===== config.mk =====
export PLATFORM = sky130hd
export DESIGN_NAME = caseless_substring_counter_core
export DESIGN_NICKNAME = d
export VERILOG_FILES = /design/src/rtl/csc_pkg.sv /design/src/rtl/csc_front.sv /design/src/rtl/csc_back.sv /design/src/rtl/caseless_substring_counter_core.sv
export SDC_FILE = /design/constraint.sdc
export NUM_CORES = 1
export LEC_CHECK = 0
export BUFFER_PORTS_ARGS = -buffer_cell sky130_fd_sc_hd__buf_2
export CAP_MARGIN = 10
export CORE_MARGIN = 2
export CORE_UTILIZATION = 30
export CTS_CLUSTER_SIZE = 30
export DETAILED_ROUTE_END_ITERATION = 7
export PLACE_DENSITY = 0.56
export SETUP_SLACK_MARGIN = 0.2
export SLEW_MARGIN = 25
export SYNTH_ARGS = -nofsm -noshare
export SYNTH_HDL_FRONTEND = slang
export SYNTH_SLANG_ARGS = --single-unit

===== constraint.sdc =====
create_clock -name i_clk -period 5.5 [get_ports i_clk]
set_input_delay 0.275 -clock i_clk [delete_from_list [all_inputs] [get_ports i_clk]]
set_output_delay 0.275 -clock i_clk [all_outputs]
set_load 0.02 [all_outputs]

===== src/rtl/csc_pkg.sv =====
`timescale 1ns / 1ps
// ----------------------------------------------------------------------------
// csc_pkg
// Shared types, constants and helpers of the caseless substring counter.
// ----------------------------------------------------------------------------
package csc_pkg;

    localparam int MAX_PATTERN = 16;
    localparam int COUNT_WIDTH = 24;

    localparam int BYTE_W      = 8;
    localparam int PAT_BYTES   = 16;
    localparam int PIDX_W      = 4;
    localparam int LEN_W       = 5;
    localparam int SEEN_W      = $clog2(MAX_PATTERN + 1);
    localparam int OUT_COUNT_W = 24;
    localparam int CFG_IDX_W   = 2;
    localparam int CFG_DATA_W  = 64;

    // queue depth must stay a power of two
    localparam int QUEUE_DEPTH = 2;
    localparam int QPTR_W      = (QUEUE_DEPTH > 1) ? $clog2(QUEUE_DEPTH) : 1;
    localparam int QCNT_W      = $clog2(QUEUE_DEPTH + 1);

    typedef enum logic [CFG_IDX_W-1:0] {
        CFG_PAT_LOW  = 2'd0,
        CFG_PAT_HIGH = 2'd1,
        CFG_PAT_LEN  = 2'd2
    } t_cfg_reg;

    typedef struct packed {
        logic [BYTE_W-1:0] text_byte;
        logic              text_end;
    } t_in_item;

    typedef struct packed {
        logic                   match_here;
        logic [OUT_COUNT_W-1:0] match_count;
        logic                   count_final;
    } t_out_item;

    typedef struct packed {
        logic [PAT_BYTES-1:0][BYTE_W-1:0] bytes;
        logic [LEN_W-1:0]                 length;
    } t_pattern;

    typedef struct packed {
        logic [BYTE_W-1:0] folded;
        logic              last;
    } t_q_entry;

    typedef struct packed {
        logic     valid;
        t_q_entry entry;
    } t_q_head;

    function automatic logic [BYTE_W-1:0] fold_case(input logic [BYTE_W-1:0] b);
        logic [BYTE_W-1:0] r;
        r = b;
        if (b >= 8'h41 && b <= 8'h5a) begin
            r = b + 8'h20;
        end
        return r;
    endfunction

endpackage


===== src/rtl/csc_front.sv =====
`timescale 1ns / 1ps
// ----------------------------------------------------------------------------
// csc_front
// Accepts text items, folds letter case and holds them in a short queue.
// ----------------------------------------------------------------------------
module csc_front (
    input  logic              i_clk,
    input  logic              i_rst_n,
    input  logic              i_valid,
    output logic              o_stall,
    input  csc_pkg::t_in_item i_item,
    input  logic              i_pop,
    output csc_pkg::t_q_head  o_head
);
    import csc_pkg::*;

    t_q_entry          r_mem [QUEUE_DEPTH];
    logic [QPTR_W-1:0] r_wptr, n_wptr;
    logic [QPTR_W-1:0] r_rptr, n_rptr;
    logic [QCNT_W-1:0] r_cnt, n_cnt;
    logic              push;
    logic              pop;
    t_q_entry          in_entry;

    assign o_stall = (r_cnt == QCNT_W'(QUEUE_DEPTH));
    assign push    = i_valid && !o_stall;
    assign pop     = i_pop && (r_cnt != '0);

    assign in_entry.folded = fold_case(i_item.text_byte);
    assign in_entry.last   = i_item.text_end;

    assign o_head.valid = (r_cnt != '0);
    assign o_head.entry = r_mem[r_rptr];

    always_comb begin
        n_wptr = push ? r_wptr + 1'b1 : r_wptr;
        n_rptr = pop ? r_rptr + 1'b1 : r_rptr;
        n_cnt  = r_cnt;
        if (push && !pop) begin
            n_cnt = r_cnt + 1'b1;
        end else if (pop && !push) begin
            n_cnt = r_cnt - 1'b1;
        end
    end

    always_ff @(posedge i_clk) begin
        if (!i_rst_n) begin
            r_wptr <= '0;
            r_rptr <= '0;
            r_cnt  <= '0;
        end else begin
            r_wptr <= n_wptr;
            r_rptr <= n_rptr;
            r_cnt  <= n_cnt;
        end
    end

    always_ff @(posedge i_clk) begin
        if (push) begin
            r_mem[r_wptr] <= in_entry;
        end
    end

endmodule


===== src/rtl/csc_back.sv =====
`timescale 1ns / 1ps
// ----------------------------------------------------------------------------
// csc_back
// Shifts the byte window, compares it with the pattern in parallel,
// keeps the per-text count and holds the result register.
// ----------------------------------------------------------------------------
module csc_back (
    input  logic               i_clk,
    input  logic               i_rst_n,
    input  csc_pkg::t_q_head   i_head,
    output logic               o_pop,
    input  csc_pkg::t_pattern  i_pattern,
    output logic               o_valid,
    input  logic               i_stall,
    output csc_pkg::t_out_item o_item
);
    import csc_pkg::*;

    logic [BYTE_W-1:0]      r_win [MAX_PATTERN];
    logic [BYTE_W-1:0]      n_win [MAX_PATTERN];
    logic [SEEN_W-1:0]      r_seen, n_seen;
    logic [COUNT_WIDTH-1:0] r_count, n_count;
    logic                   r_out_valid;
    t_out_item              r_out;
    logic                   hit;
    logic                   len_ok;
    logic [PIDX_W-1:0]      pidx [MAX_PATTERN];
    logic [31:0]            count_ext;

    assign o_pop   = i_head.valid && (!r_out_valid || !i_stall);
    assign o_valid = r_out_valid;
    assign o_item  = r_out;

    always_comb begin
        n_win[0] = i_head.entry.folded;
        for (int k = 1; k < MAX_PATTERN; k++) begin
            n_win[k] = r_win[k-1];
        end
        n_seen = (int'(r_seen) < MAX_PATTERN) ? r_seen + 1'b1 : r_seen;
    end

    // window slot k lines up with pattern byte length-1-k
    always_comb begin
        len_ok = (i_pattern.length != '0)
              && (int'(i_pattern.length) <= MAX_PATTERN)
              && (int'(n_seen) >= int'(i_pattern.length));
        hit = len_ok;
        for (int k = 0; k < MAX_PATTERN; k++) begin
            pidx[k] = PIDX_W'(i_pattern.length - LEN_W'(k + 1));
            if (LEN_W'(k) < i_pattern.length &&
                n_win[k] != fold_case(i_pattern.bytes[pidx[k]])) begin
                hit = 1'b0;
            end
        end
        n_count = r_count;
        if (hit && r_count != '1) begin
            n_count = r_count + 1'b1;
        end
        count_ext = 32'(n_count);
    end

    always_ff @(posedge i_clk) begin
        if (!i_rst_n) begin
            r_seen      <= '0;
            r_count     <= '0;
            r_out_valid <= 1'b0;
        end else begin
            if (o_pop) begin
                r_out_valid <= 1'b1;
                if (i_head.entry.last) begin
                    r_seen  <= '0;
                    r_count <= '0;
                end else begin
                    r_seen  <= n_seen;
                    r_count <= n_count;
                end
            end else if (!i_stall) begin
                r_out_valid <= 1'b0;
            end
        end
    end

    // window contents beyond the fill count are never compared
    always_ff @(posedge i_clk) begin
        if (o_pop) begin
            r_win                <= n_win;
            r_out.match_here     <= hit;
            r_out.match_count    <= count_ext[OUT_COUNT_W-1:0];
            r_out.count_final    <= i_head.entry.last;
        end
    end

endmodule


===== src/rtl/caseless_substring_counter_core.sv =====
`timescale 1ns / 1ps
// ----------------------------------------------------------------------------
// caseless_substring_counter_core
// Counts overlapping, case-insensitive occurrences of a pattern of up to
// sixteen bytes in a byte stream, one text at a time.
// ----------------------------------------------------------------------------
//  channel  | direction | handshake               | payload
//  ---------+-----------+-------------------------+------------------------
//  text in  | in        | i_valid / o_stall       | i_item  (t_in_item)
//  result   | out       | o_valid / i_stall       | o_item  (t_out_item)
//  config   | in        | i_cfg_valid / o_cfg_ready | i_cfg_index, i_cfg_data
//
//  one item per cycle sustained while results are not stalled; the window compare
//  over all sixteen slots is combinational in the back end
//  each item is held in the front queue, then in the result register
//  reset is synchronous and clears pattern, length, fill count and count
//  the two-entry queue lets the input take items until it is full while a result is stalled
//  config writes are always taken
// ----------------------------------------------------------------------------
module caseless_substring_counter_core (
    input  logic                             i_clk,
    input  logic                             i_rst_n,
    input  logic                             i_valid,
    output logic                             o_stall,
    input  csc_pkg::t_in_item                i_item,
    output logic                             o_valid,
    input  logic                             i_stall,
    output csc_pkg::t_out_item               o_item,
    input  logic                             i_cfg_valid,
    output logic                             o_cfg_ready,
    input  logic [csc_pkg::CFG_IDX_W-1:0]    i_cfg_index,
    input  logic [csc_pkg::CFG_DATA_W-1:0]   i_cfg_data
);
    import csc_pkg::*;

    t_pattern r_pattern;
    t_q_head  head;
    logic     pop;

    assign o_cfg_ready = 1'b1;

    always_ff @(posedge i_clk) begin
        if (!i_rst_n) begin
            r_pattern <= '0;
        end else if (i_cfg_valid && o_cfg_ready) begin
            case (i_cfg_index)
                CFG_PAT_LOW:  r_pattern.bytes[7:0]  <= i_cfg_data;
                CFG_PAT_HIGH: r_pattern.bytes[15:8] <= i_cfg_data;
                CFG_PAT_LEN:  r_pattern.length      <= i_cfg_data[LEN_W-1:0];
                default: ;
            endcase
        end
    end

    csc_front u_front (
        .i_clk   (i_clk),
        .i_rst_n (i_rst_n),
        .i_valid (i_valid),
        .o_stall (o_stall),
        .i_item  (i_item),
        .i_pop   (pop),
        .o_head  (head)
    );

    csc_back u_back (
        .i_clk     (i_clk),
        .i_rst_n   (i_rst_n),
        .i_head    (head),
        .o_pop     (pop),
        .i_pattern (r_pattern),
        .o_valid   (o_valid),
        .i_stall   (i_stall),
        .o_item    (o_item)
    );

    // a full queue always has an item to offer the back end
    a_stall_has_head: assert property (@(posedge i_clk) disable iff (!i_rst_n)
        o_stall |-> head.valid)
        else $error("input stalled with empty queue");

    // back end never overwrites a held result
    a_no_overwrite: assert property (@(posedge i_clk) disable iff (!i_rst_n)
        pop |-> !(o_valid && i_stall))
        else $error("result overwritten while stalled");

    // a pop with a waiting head always yields a result next cycle
    a_pop_gives_result: assert property (@(posedge i_clk) disable iff (!i_rst_n)
        pop |=> o_valid)
        else $error("popped item produced no result");

    // a reported match is counted
    a_match_counted: assert property (@(posedge i_clk) disable iff (!i_rst_n)
        (COUNT_WIDTH <= OUT_COUNT_W) && o_valid && o_item.match_here
            |-> o_item.match_count != '0)
        else $error("match with zero count");

endmodule


==> results of run 1 <==
area by class of cell:
cell class                      instances  area share [%]
Clock buffer                           49            3.91
Clock inverter                         20           0.853
Inverter                               33           0.481
Multi-Input combinational cell       1631            52.5
Sequential cell                       332            30.4
Tap cell                             1040            4.77
Timing Repair Buffer                  251            7.14
Yosys cell counts (13+ instances only):
cell type	number	share of area [%]
mux2_2	26	1.3
buf_2	28	0.60
o21ai_0	18	0.39
xnor2_1	99	3.7
clkbuf_1	70	1.1
mux4_2	243	24
nor3_1	40	0.86
and3_1	27	0.73
nand3_1	99	2.1
edfxtp_1	164	21
buf_1	15	0.24
a31oi_1	15	0.40
a21o_1	14	0.45
nand4_1	27	0.73
dfxtp_1	168	14
nand2_1	345	5.6
nor2_1	88	1.4
ha_1	34	1.8
o211ai_1	25	0.81
mux2i_1	70	3.0
xor2_1	62	2.3
buf_6	15	0.73
nor4_1	13	0.35
a21oi_1	166	3.6
inv_1	29	0.47
routing by layer:
layer,track usage (%),vias up
met3,5.04,185
met4,10.5,0
met5,0,-
li1,-,8501
met1,26.4,9808
met2,33.0,1035
cell families after synthesis:
group                    after synthesis
multiplexers                         340
adder cells (fa/ha/maj)               34
other                                  1
AND/OR/NAND/NOR                      739
buffers and inverters                173
XOR/XNOR                             165
AO/OA/AOI/OAI                        352
flip-flops                           332
path summary, 6_finish.rpt:
path	endpoint	start	cells past startpoint	slack, ns
setup / recovery	u_back.o_item[17]	r_pattern[1]	17	0.34
hold / removal	u_front.r_mem[1][8]	i_item[8]	2	0.05
setup reg to reg	u_back.o_item[17]	r_pattern[1]	17	0.34
hold reg to reg	u_back.n_win[56]	u_back.n_win[64]	0	0.46
flip-flops by register name (all words and copies together), names as in the netlist, named ones only:
register and flops:
r_pattern 133, u_back.n_win 120, u_back.o_item 26, u_back.r_count 24, u_front.r_mem 18, u_back.r_seen 5, u_front.r_cnt 2, u_back.o_valid 1
u_front.r_rptr 1, u_front.r_wptr 1
stage by stage:
stage                     hold WS, ns  cell area [sq um]  total power [mW]
after floorplan                 0.374              23400              5.42
final                          0.0530              27300              9.00
after CTS                      0.0220              27100              9.03
after global placement          0.447              25100              6.28
after detailed placement        0.449              25100              6.32
after global routing           0.0430              27300              9.39
report_power, final:
group | internal [mW] | switching, mW
sequential | 3.45 | 0.601
clock | 1.53 | 1.11
combinational | 0.893 | 1.41
total | 5.88 | 3.12
timing repair:
action | CTS | global route
buffers inserted | 0 | 3
hold endpoints to repair | 140 | 0
endpoints found under the setup margin | 28 | 40
cloned | 0 | 3
pin swaps | 1 | 2
gates resized for setup | 4 | 18
hold buffers | 71 | 0
==> reports/results.tsv, run 1 <==
metric	value	unit
antenna cells	0	
H-tree depth	2	
Final GP Congestion	1.06	
CP endpoint kind	flip-flop	
IO buf count	107	
WL per Instance	25.2	um
final std cells w/o fill	3356	
Final Cycle Share	93.8	%
crit-path max cell delay	0.60	ns
clk buf depth	3	
XOR/XNOR Fraction of Synth Area	6.34	%
Max-Cap Viols	0	
die height	283	um
Register Area	8300	sq um
pins over their slew limit	0	
global route overflow	0	
Ys Warns	0	
Tmin final	5.16	ns
WP buf/inv	5	
dominant synthesized flop cell	dfxtp_1	
synthesized-area fraction occupied by adder cells	1.83	%
setup TNS	0	ns
mean post-synth cell area	10.9	sq um
unrepaired setup endpoints after global routing	true	
share of layout cells above drive strength 1	24.6	%
Placed Cells	3210	
# nets final	2401	
Num CTS Buffers	38	
vias after detailed routing	19500	
Fmax	194	MHz
Via density	5.82	
Detail Placement HPWL	63900	um
Synth Register Bits	332	
CORE AREA	77100	sq um
CTS Sinks	332	
required time of the critical path	5.82	ns
Yosys cell types	89	
Slew HR	39.2	%
pre-CTS setup slack	-0.0170	ns
Root Driver	clkbuf_16	
first-pass GRT wire length	123000	um
CP max-delay cell	mux4_2	
CP Max Fanout	24	
mapped cell area	23300	sq um
WS Path Type	flip-flop to flip-flop	
worst hold path class	input port to flip-flop	
DR pass1 iterations	5	
Mapped Cells	2136	
crit-path cells	inv_2, ha_4, buf_8, mux4_2, mux4_2, or3_1, o22ai_1, nor2_1, o41ai_4, o21a_1, nand4b_1, nor4_4, buf_4, buf_12, buf_4, and2_2, xor2_1	
Starting Density	30.2	%
area of the die	79800	sq um
largest net degree at the start of global routing	87	
most common cell after layout, fill and taps aside	nand2_1	
combinational family with the most area after synthesis	multiplexers	
final core utilization	35.4	%
initial antenna violation count	0	
crit start category	flip-flop	
Final WS setup	0.342	ns
post-route ant nets	0	
compound-gate portion of the synthesized area	9.74	%
post-synthesis net count	2250	
Setup Skew	0.0380	ns
# setup viols final	0	
Post-Route WL	84600	um
commonest non-fill, non-tap cells in the layout	nand2_1, mux4_2, a21oi_1, dfxtp_1, edfxtp_1	
Fillers	7663	
WL met1	32900	um
Area Growth Syn to Fin	17.3	%
status	completed	
Worst-Margin Slew	0.911	ns
simple-gate share of the synthesized area	15.0	%
asr flop ratio synth	0	%
met2 routed WL	38900	um
GR Util All Layers	20.8	%
worst-skew pair later-pin latency	0.58	ns
Met3 Wirelength	8110	um
multiplexer area fraction after synthesis	27.8	%
Die Wd	283	um
top sig layer	met4	
sequential element share of the synthesized area	35.6	%
I/O pin count	109	
DRC	0	
arrival time worst endpoint	5.48	ns
Static Leakage	9.33	nW
final hold vios	0	
TritonCTS clock tree	built	
kind of cell adding the most delay to the critical path	simple AND/OR/NAND/NOR gates	
IR drop worst, VDD	0.243	mV
vias in the first global route	18400	
row cnt	102	
Worst-path clk slew	0.07	ns
DRT iter0 DRCs	2018	
area occupied by multi-input gates	14300	sq um
pwr dens	330	nW/um^2
Post-synth EDFFs	164	
No activity file was read; power rests on OpenSTA's default activity.
==> run 2: changes to the inputs <==
- RECOVER_POWER: default -> 25
==> reports/results.tsv, run 2 (synthesis gave the netlist of run 1 again) <==
metric	value	unit
failing checks	capacitance limit, slew limit	
largest net degree at the start of global routing	87	
Via density	5.80	
vias after detailed routing	19500	
Detail Placement HPWL	63900	um
Hold Startpoint	i_item[8]	
reg2reg end	u_back.o_item[2]	
Slew HR	-8.11	%
Final Power	9.01	mW
Tmin final	5.19	ns
IR drop worst, VDD	0.243	mV
DR pass1 iterations	6	
final std cells w/o fill	3356	
H-tree depth	2	
switching portion of total power	34.7	%
Hold Path Depth	2	
share of layout cells above drive strength 1	24.3	%
crit-path max cell delay	0.61	ns
status	finished with violations	
CORE AREA	77100	sq um
Static Leakage	9.31	nW
worst-skew pair later-pin latency	0.58	ns
Max-Cap Viols	1	
die height	283	um
arrival time worst endpoint	5.52	ns
hold endpoint	u_front.r_mem[1][8]	
# nets final	2401	
Final Cycle Share	94.3	%
Num CTS Buffers	38	
pins over their slew limit	36	
Worst-Margin Slew	1.62	ns
post-route ant nets	0	
initial antenna violation count	0	
Starting Density	30.2	%
unrepaired setup endpoints after global routing	true	
TritonCTS clock tree	built	
# setup viols final	0	
Final GP Congestion	1.06	
reg2reg path depth	16	
DRC	0	
Largest Register	r_pattern	
Placed Cells	3210	
most common cell after layout, fill and taps aside	nand2_1	
Worst R2R Setup Slack	0.31	ns
Fillers	7667	
vias in the first global route	18400	
CP max-delay cell	mux4_2	
clk buf depth	3	
crit start category	flip-flop	
Flop pwr share	45.1	%
CP endpoint kind	flip-flop	
CTS Sinks	332	
start of the worst register-to-register path	r_pattern[1]	
clock power share	29.3	%
IO buf count	107	
row cnt	102	
WS Path Type	flip-flop to flip-flop	
kind of cell adding the most delay to the critical path	multiplexers	
Root Driver	clkbuf_16	
antenna cells	0	
required time of the critical path	5.83	ns
WP buf/inv	4	
area of the die	79800	sq um
Int Pwr	5.88	mW
max FFs per register	133	
DRT iter0 DRCs	2001	
Comb pwr share	25.7	%
I/O pin count	109	
Die Wd	283	um
WL per Instance	25.3	um
Psw	3.13	mW
CP Max Fanout	24	
crit-path cells	inv_2, ha_4, buf_8, mux4_2, mux4_2, or3_1, o22ai_1, nor2_1, o41ai_4, o21a_1, nand4b_1, nor4_4, buf_4, buf_12, and2_1, mux2_1	
Area Growth Syn to Fin	17.2	%
final hold vios	0	
Fmax	193	MHz
GR Util All Layers	20.8	%
global route overflow	0	
CP dominant cell by count	mux4_2	
commonest non-fill, non-tap cells in the layout	nand2_1, mux4_2, a21oi_1, dfxtp_1, edfxtp_1	
first-pass GRT wire length	123000	um
Setup Skew	0.0382	ns
Worst-path clk slew	0.07	ns
Post-Route WL	84800	um
worst hold path class	input port to flip-flop	
pwr dens	330	nW/um^2
## run 2: routing by layer
metal / track usage (%) / part of all wire [%] / up-vias
met5: 0 / 0 / -
met4: 10.5 / 5.8 / 0
met3: 5.04 / 9.2 / 196
met2: 33.0 / 46 / 976
met1: 26.4 / 39 / 9789
li1: - / - / 8497
## run 2: power groups by stage
stage	combinational, mW	clock (mW)	sequential, mW
after floorplan	1.53	0	3.89
after global placement	2.19	0	4.09
after detailed placement	2.23	0	4.09
after CTS	2.28	2.70	4.05
after global routing	2.50	2.79	4.11
final	2.31	2.64	4.06
## run 2: how the worst max path moves through the flow
stage	slack, ns	from	to	cells past startpoint
4_1_cts	0.22	r_pattern[1]	u_back.o_item[10]	16
5_1_grt	0.19	r_pattern[2]	u_back.o_item[17]	19
3_3_place_gp	0.07	r_pattern[1]	u_back.o_item[17]	16
3_5_place_dp	-0.02	r_pattern[1]	u_back.o_item[17]	16
2_1_floorplan	0.06	r_pattern[0]	u_back.o_item[2]	24
6_report	0.31	r_pattern[1]	u_back.o_item[2]	16
## run 2: per-stage QoR
step                setup slack (ns)  hold WS [ns]  cell area, sq um  util [%]  setup TNS [ns]
floorplan                     0.0624         0.374             23400         -               0
global placement              0.0727         0.447             25100      32.5               0
detailed placement           -0.0170         0.449             25100      32.5         -0.0170
CTS                            0.215        0.0220             27100      35.1               0
global route                   0.189        0.0430             27300      35.4               0
finish                         0.314        0.0519             27300      35.4               0
## run 2: area by class of cell
class,count,area [sq um],area share (%)
Clock buffer,49,1070,3.91
Clock inverter,20,233,0.853
Inverter,33,131,0.482
Multi-Input combinational cell,1631,14300,52.5
Sequential cell,332,8300,30.4
Tap cell,1040,1300,4.77
Timing Repair Buffer,251,1940,7.11
## run 2: what timing repair did
action,4_1_cts,5_1_grt
pin swaps,1,2
gates cloned,0,3
hold buffers,71,0
setup endpoints to repair,28,40
resized for setup,4,18
endpoints found under the hold margin,140,0
buffers inserted,0,3
==> run 3: changes to the inputs <==
- CTS_BUF_LIST: default -> sky130_fd_sc_hd__clkbuf_4 sky130_fd_sc_hd__clkbuf_8 sky130_fd_sc_hd__clkbuf_16
==> reports/results.tsv, run 3 (synthesis gave the netlist of run 1 again) <==
metric	value	unit
start of the worst register-to-register path	r_pattern[1]	
Fillers	7663	
Int Pwr	5.90	mW
final std cells w/o fill	3356	
IR drop worst, VDD	0.243	mV
Area Growth Syn to Fin	17.3	%
share of layout cells above drive strength 1	24.4	%
vias after detailed routing	19500	
DR pass1 iterations	6	
GR Util All Layers	20.8	%
die height	283	um
initial antenna violation count	0	
CORE AREA	77100	sq um
Comb pwr share	25.6	%
Psw	3.13	mW
I/O pin count	109	
# nets final	2401	
post-route ant nets	0	
H-tree depth	2	
status	finished with violations	
WL per Instance	25.2	um
Worst-path clk slew	0.07	ns
failing checks	capacitance limit, slew limit	
Fmax	193	MHz
worst hold path class	input port to flip-flop	
# setup viols final	0	
global route overflow	0	
commonest non-fill, non-tap cells in the layout	nand2_1, mux4_2, a21oi_1, dfxtp_1, edfxtp_1	
DRT iter0 DRCs	2086	
crit start category	flip-flop	
area of the die	79800	sq um
unrepaired setup endpoints after global routing	false	
CP endpoint kind	flip-flop	
CP Max Fanout	24	
pins over their slew limit	36	
Worst R2R Setup Slack	0.31	ns
Via density	5.81	
IO buf count	107	
CTS Sinks	332	
Placed Cells	3210	
switching portion of total power	34.6	%
Final Cycle Share	94.3	%
final hold vios	0	
Num CTS Buffers	38	
Detail Placement HPWL	63900	um
vias in the first global route	18400	
row cnt	102	
Slew HR	-5.85	%
Max-Cap Viols	1	
TritonCTS clock tree	built	
largest net degree at the start of global routing	87	
Post-Route WL	84700	um
Tmin final	5.19	ns
crit path from	r_pattern[1]	
worst-skew pair later-pin latency	0.58	ns
first-pass GRT wire length	123000	um
clk buf depth	3	
pwr dens	331	nW/um^2
antenna cells	0	
Setup Skew	0.0396	ns
Starting Density	30.2	%
required time of the critical path	5.82	ns
Static Leakage	9.32	nW
max FFs per register	133	
most common cell after layout, fill and taps aside	nand2_1	
Final Power	9.03	mW
clock power share	29.5	%
DRC	0	
WS Path Type	flip-flop to flip-flop	
Flop pwr share	44.9	%
Hold Startpoint	i_item[8]	
Root Driver	clkbuf_16	
Final GP Congestion	1.06	
Worst-Margin Slew	1.59	ns
Largest Register	r_pattern	
arrival time worst endpoint	5.51	ns
Die Wd	283	um
run 3: stage by stage:
stage          utilization (%)  setup TNS [ns]  setup slack [ns]  area (sq um)  hold slack [ns]
2_1_floorplan                -               0            0.0624         23400            0.374
3_3_place_gp              32.5               0            0.0727         25100            0.447
3_5_place_dp              32.5         -0.0170           -0.0170         25100            0.449
4_1_cts                   35.2               0             0.215         27100           0.0220
5_1_grt                   35.4               0             0.197         27300           0.0430
6_report                  35.4               0             0.315         27300           0.0507
run 3: routing by layer:
metal / part of all wire [%] / GRT usage [%]
met5: 0 / 0
met4: 5.9 / 10.7
met3: 9.2 / 5.16
met2: 46 / 32.9
met1: 39 / 26.3
run 3: worst paths after layout:
| kind | end | depth (start not counted) |
|---|---|---|
| setup reg to reg | u_back.o_item[17] | 17 |
| setup / recovery | u_back.o_item[17] | 17 |
| hold reg to reg | u_back.n_win[56] | 0 |
| hold / removal | u_front.r_mem[1][8] | 2 |
run 3: worst max-delay path, stage by stage, from the launching register on:
cell,delay [ns]
dfxtp_4,0.45
inv_2,0.16
ha_4,0.37
buf_8,0.22
mux4_2,0.61
mux4_2,0.55
or3_1,0.44
o22ai_1,0.20
nor2_1,0.12
o41ai_4,0.38
o21a_1,0.17
nand4b_1,0.15
nor4_4,0.27
buf_4,0.19
buf_12,0.16
buf_4,0.18
and2_2,0.20
xor2_1,0.08
run 3: repair_timing:
action                                 4_1_cts  5_1_grt
cloned                                       0        3
buffers inserted                             0        3
hold buffers                                71        0
pin swaps                                    1        2
gates resized for setup                      4       18
setup endpoints to repair                   28       40
endpoints found under the hold margin      140        0
run 3: area by class of cell:
type                       count  area [sq um]  share of cell area [%]
clock buffer                  49          1080                    3.96
clock inverter                20           233                   0.852
inverter                      33           131                   0.481
multi-input combinational   1631         14300                    52.4
sequential                   332          8300                    30.4
tap                         1040          1300                    4.77
timing repair buffer         251          1940                    7.12
run 3: power groups by stage:
stage / Sequential [mW] / Combinational [mW] / Clock, mW
2_1_floorplan: 3.89 / 1.53 / 0
3_3_place_gp: 4.09 / 2.19 / 0
3_5_place_dp: 4.09 / 2.23 / 0
4_1_cts: 4.05 / 2.28 / 2.72
5_1_grt: 4.11 / 2.50 / 2.81
6_report: 4.06 / 2.31 / 2.66
